--- src/rtl/core/frame_history_nearest_match_assert.svh ---
// assertion macros for the frame history block
`ifndef FRAME_HISTORY_NEAREST_MATCH_ASSERT_SVH
`define FRAME_HISTORY_NEAREST_MATCH_ASSERT_SVH
`ifndef SYNTHESIS
`define FHNM_ASSERT(label, clk, rst_n, prop) \
  label: assert property (@(posedge clk) disable iff (!rst_n) prop) \
    else $error("assertion failed");
`define FHNM_ASSERT_NORST(label, clk, prop) \
  label: assert property (@(posedge clk) prop) else $error("assertion failed");
`else
`define FHNM_ASSERT(label, clk, rst_n, prop)
`define FHNM_ASSERT_NORST(label, clk, prop)
`endif
`endif

--- src/rtl/core/fhnm_pkg.sv ---
package fhnm_pkg;

  localparam int unsigned MemoryFramesDefault = 8;
  localparam int unsigned MaxObjectsDefault   = 16;
  localparam int unsigned CfgIdxW  = 1;
  localparam int unsigned CfgDataW = 16;

  localparam logic [CfgIdxW-1:0] CfgDistLimit = 1'b0;
  localparam logic [CfgIdxW-1:0] CfgRatioTol  = 1'b1;

  localparam logic [11:0] DistLimitReset = 12'd20;
  localparam logic [15:0] RatioTolReset  = 16'd410;

  typedef enum logic [1:0] {
    OpAdd    = 2'd0,
    OpCommit = 2'd1,
    OpQuery  = 2'd2,
    OpNop    = 2'd3
  } op_e;

  typedef struct packed {
    logic [1:0]  operation;
    logic [11:0] center_x;
    logic [11:0] center_y;
    logic [15:0] shape_ratio;
  } in_item_t;

  typedef struct packed {
    logic        found;
    logic [5:0]  frame_position;
    logic [7:0]  object_slot;
    logic [11:0] match_x;
    logic [11:0] match_y;
    logic [15:0] match_ratio;
    logic        last;
  } out_item_t;

  typedef struct packed {
    logic [11:0] x;
    logic [11:0] y;
    logic [15:0] ratio;
  } obj_t;

endpackage

--- src/rtl/core/fhnm_queue.sv ---
// two-entry queue between the front and the back
module fhnm_queue (
  input  logic               clk_i,
  input  logic               rst_ni,
  input  logic               push_i,
  input  fhnm_pkg::in_item_t push_data_i,
  output logic               full_o,
  output logic               empty_o,
  input  logic               pop_i,
  output fhnm_pkg::in_item_t pop_data_o
);
  fhnm_pkg::in_item_t mem_q [2];
  logic       wr_q, rd_q;
  logic [1:0] cnt_q;

  assign full_o     = cnt_q == 2'd2;
  assign empty_o    = cnt_q == 2'd0;
  assign pop_data_o = mem_q[rd_q];

  always_ff @(posedge clk_i) begin
    if (push_i && !full_o) mem_q[wr_q] <= push_data_i;
  end

  always_ff @(posedge clk_i or negedge rst_ni) begin
    if (!rst_ni) begin
      wr_q  <= 1'b0;
      rd_q  <= 1'b0;
      cnt_q <= 2'd0;
    end else begin
      if (push_i && !full_o) wr_q <= ~wr_q;
      if (pop_i && !empty_o) rd_q <= ~rd_q;
      cnt_q <= cnt_q + 2'((push_i && !full_o) ? 1 : 0) - 2'((pop_i && !empty_o) ? 1 : 0);
    end
  end
endmodule

--- config.mk ---
export PLATFORM = sky130hd
export DESIGN_NAME = fhnm_queue
export DESIGN_NICKNAME = d
export VERILOG_FILES = /design/src/rtl/core/frame_history_nearest_match_assert.svh /design/src/rtl/core/fhnm_pkg.sv /design/src/rtl/core/fhnm_queue.sv
export SDC_FILE = /design/constraint.sdc
export NUM_CORES = 1
export LEC_CHECK = 0
export BUFFER_PORTS_ARGS = -buffer_cell sky130_fd_sc_hd__buf_2
export CORE_MARGIN = 10
export CORE_UTILIZATION = 54
export CTS_BUF_LIST = sky130_fd_sc_hd__clkbuf_8
export DETAILED_ROUTE_END_ITERATION = 16
export GPL_ROUTABILITY_DRIVEN = 0
export HOLD_SLACK_MARGIN = 0.08
export PLACE_DENSITY = 0.87
export SYNTH_ARGS = -nofsm -noshare
export SYNTH_HDL_FRONTEND = slang
export SYNTH_SLANG_ARGS = --single-unit
--- constraint.sdc ---
create_clock -name clk_i -period 3.7 [get_ports clk_i]
set_clock_uncertainty 0.15 [all_clocks]
set_input_delay 0.555 -clock clk_i [delete_from_list [all_inputs] [get_ports clk_i]]
set_output_delay 0.555 -clock clk_i [all_outputs]
set_load 0.005 [all_outputs]
Word level (Yosys, flattened, before mapping)
Memory sizes are Yosys's and may differ from the RTL's. Index checks and enable logic that the tools add are counted. W data, S select, Z words.

Bits in registers: 4. Bits in writable memories: 84. Bits of input ports: 46. Output and inout bits: 44. Logic and storage cells: 18. Memories: 1.

$add $sub $neg: 2. Eq/ne operators: 1. Multiplexer cells: 4. Bitwise gates (word level): 2. Reduce and logical (&&, ||, !) cells: 5.

Memories: mem_q (words 2, width 42, read ports 1, clocked after memory_dff 0, wr ports 1, line fhnm_queue.sv:12) `fhnm_pkg::in_item_t mem_q [2];`.

Operator list (count): $mux W1 (4); $add A2 B1 Y2 (1); $eq A2 B2 Y1 const B (1); $logic_and A1 B1 Y1 (2); $logic_not A1 Y1 (2); $logic_not A2 Y1 (1); $not A1 Y1 (2); $sub A2 B1 Y2 (1).

Longest topological paths before layout
Depth after elaboration: 6. Gate-level depth with buffers: 7. Gate-level depth less buffers: 7.

Worst setup path before layout
No wires, ideal clock.

Path kind: input to register. Start point: in push_i. End point: mem mem_q[0][0] (netlist bit), enable pin. Arrival: 2.416 ns. Required time: 3.109 ns. Path slack: 0.693 ns. Stages: 2. Buffers on the path: 0. Cell sequence: nand2_1 nor2_1.

Longest elaborated chain between the ends: 3.

RTL lines: start: declaration (line fhnm_queue.sv:5) `input logic push_i,`; $logic_and A1 B1 Y1 (line fhnm_queue.sv:21) `if (push_i && !full_o) mem_q[wr_q] <= push_data_i;`; $mux W1 (line fhnm_queue.sv:21); $mux W1 (implied by the code) (line fhnm_queue.sv:21); end: declaration (line fhnm_queue.sv:12).

No other way between the ends.

==> impl_metrics.tcl <==
set metrics [dict create \
    status "completed" \
    setup_tns_ns 0 \
    r2r_start "cnt_q[1]" \
    finalWorstSetupSlack_ns 1.24 \
    r2r_setup_slack_ns 1.63 \
    synth-main-ff-cell "edfxtp_1" \
    drc_errors 0 \
    synth_top_area_cell "edfxtp_1" \
    worstMarginPinSlew_ns 0.992 \
    synthTopCellsByArea "edfxtp_1 73%, mux2_4 17%, dfrtp_1 2.9%" \
    drt-wirelength-per-cell_um 18.0 \
    setup_viol 0 \
    final_area_um2 4170 \
    row_count 28 \
    netlist_area_um2 3430 \
    min_period_ns 2.46 \
    synth_edf_count 84 \
    diodes 0 \
    cts_max_path_buffers 2 \
    internal_power_uw 2370 \
    end_kind "output port" \
    dr.pass1.iters 4 \
    ys_seq_area_share_pct 76.4 \
    seqCellArea_um2 2620 \
    synthCells 149 \
    power_frac_seq_pct 45.3 \
    synth_top_area_share_pct 73.5 \
    start_kind "register" \
    die_height_um 99.7 \
    period_share_pct 66.5 \
    clockRootBuffer "clkbuf_8" \
    viasPerCell 4.98 \
    peakVddDrop_mv 0.758 \
    pre_cts_ws_ns 1.52 \
    drv_slew 0 \
    htreeDepth 3 \
    power_density_nw_per_um2 774 \
    worstHoldPathCells 1 \
    drt_iter0_drc 77 \
    dr_wl_met2_um 2720 \
    vias 1628 \
    clk_pin_slew_ns 0.09 \
    area_delta_synth_final_pct 21.5 \
    io_buffers 89 \
    cp_max_fo 33 \
    hp-class "in -> reg" \
    p_switching_uw 859 \
    antenna_found_initial 0 \
    syn_area_per_cell_um2 23.0 \
    maxSlewHeadroom_pct 33.9 \
    drive_above_1_share_pct 60.3 \
    final_nets 295 \
    dp.cells 310 \
    multi_input_area_um2 721 \
    post_cts_buffers 0 \
    grt_pass1_wl_um 9430 \
    start_util_pct 56.6 \
    wirelength_um 5870 \
    cts_tree "yes" \
    dpl_cell_area_um2 3920 \
    clock_latency_ns 0.34 \
    rsz0062_at_grt "false" \
    grt_overflow 0 \
    final_hold_viol_count 0 \
    first_global_vias 1843 \
    coreArea_um2 6060 \
    r2r-end "mem_q[0][28]" \
    swShare_pct 26.6 \
    hold_path_end "mem_q[1][34]" \
    synth_nets 197 \
    pwr-share-comb_pct 30.7 \
    reg2reg_depth 4 \
    fp.dieW_um 99.7 \
    synth-seq-cells 88 \
    ys_async_sr_fraction_pct 4.55 \
    crit_required_ns 2.99 \
    grt.total_usage_pct 12.0 \
    antenna_left 0 \
    met3_length_um 574 \
    yosysUniqueCellTypes 15 \
    n_fill_cell 397 \
    fin_cells 327 \
    cts_made_buffers 9 \
    setup.worst_path.class "reg -> out" \
    drt-met1-wl_um 2520 \
    ios 90 \
    hpwl_um 4170 \
    cap_violations 0 \
    yosysWarnings 0 \
    clock-sinks 88 \
    synth_common_cells "84 x edfxtp_1, 39 x mux2_4, 4 x buf_12, 4 x dfrtp_1" \
    grt_start_max_net_pins 43 \
    leakagePower_uw 0.00171 \
    yosysMostFrequentCell "edfxtp_1" \
    arrival_ns 1.76 \
    clkPwrFrac_pct 24.0 \
    routed.top_layer "met4" \
    min_from "push_data_i[34]" \
    floorplan.die_area_um2 9950 \
    max_freq_ghz 0.406 \
]
[layout by cell type (no fill, tap or decap)]
| cell | synthesis | routed |
|---|---|---|
| inv_1 | 2 | 3 |
| xnor2_1 | 3 | 3 |
| bufinv_16 | 0 | 3 |
| inv_6 | 0 | 1 |
| mux2_2 | 3 | 3 |
| nand2_1 | 1 | 1 |
| buf_12 | 4 | 1 |
| and3_2 | 0 | 1 |
| xor2_1 | 1 | 1 |
| nor2_1 | 2 | 1 |
| edfxtp_1 | 84 | 84 |
| buf_4 | 0 | 1 |
| nor2b_2 | 1 | 1 |
| clkinv_4 | 0 | 2 |
| dfrtp_1 | 4 | 3 |
| dfrtp_2 | 0 | 1 |
| ha_1 | 2 | 2 |
| dlygate4sd3_1 | 0 | 1 |
| nor2_4 | 0 | 1 |
| nand2b_1 | 1 | 1 |
| clkbuf_8 | 0 | 9 |
| mux2_4 | 39 | 39 |
| buf_2 | 0 | 89 |
[registers in the layout, summed over array words and instances, names as in the netlist]
name,cells
rd_q,1
cnt_q,2
wr_q,1
mem_q,84
[power by group through the flow]
stage	clock [uW]	combinational (uW)	sequential, uW
floorplan	0	770	1440
global placement	0	1000	1470
detailed placement	0	1020	1490
CTS	793	1020	1470
global route	836	1090	1490
finish	776	993	1460
[per-stage QoR]
step / hold slack, ns / util (%) / power (uW)
after global placement: 0.215 / 64.7 / 2480
after CTS: 0.228 / 68.8 / 3280
after floorplan: 0.109 / - / 2210
after detailed placement: 0.218 / 64.7 / 2510
after global routing: 0.227 / 68.8 / 3410
final: 0.246 / 68.8 / 3230
[cell type report]
type                       instances  area share, %
timing repair buffer              92           11.6
sequential                        88           62.9
inverter                           2          0.180
clock buffer                       9           2.97
clock inverter                     7           2.88
multi-input combinational         54           17.3
tap                               75           2.25
[metal layers]
layer | global-route usage [%] | up-vias
li1 | - | 775
met1 | 14.9 | 777
met2 | 18.0 | 70
met3 | 5.26 | 6
met4 | 4.96 | 0
met5 | 0 | -
[worst max path at each step]
stage,from,to,slack [ns]
global route,rd_q,pop_data_o[0],1.15
detailed placement,push_i,mem_q[0][15],1.52
global placement,push_i,mem_q[0][14],1.56
CTS,rd_q,pop_data_o[0],1.19
finish,rd_q,pop_data_o[0],1.24
floorplan,push_i,mem_q[0][0],0.69
[cell families after synthesis]
group	after synthesis	share of synthesized area, %
xor gates and xnor gates	4	1.02
DFF	88	76.4
adders and majority gates	2	0.729
and+or+nand+nor	6	0.948
buffers and inverters	7	2.88
muxes	42	18.0
[critical path, cell delays in order, from the launching register on]
cell,delay (ns)
dfrtp_2,0.59
buf_12,0.31
mux2_2,0.38
buf_2,0.13
[repair_timing]
item                      in CTS  in global routing
resized for setup              0                  0
hold endpoints to repair       4                  0
hold buffers                   1                  0
No activity file was read; power rests on OpenSTA's default activity.
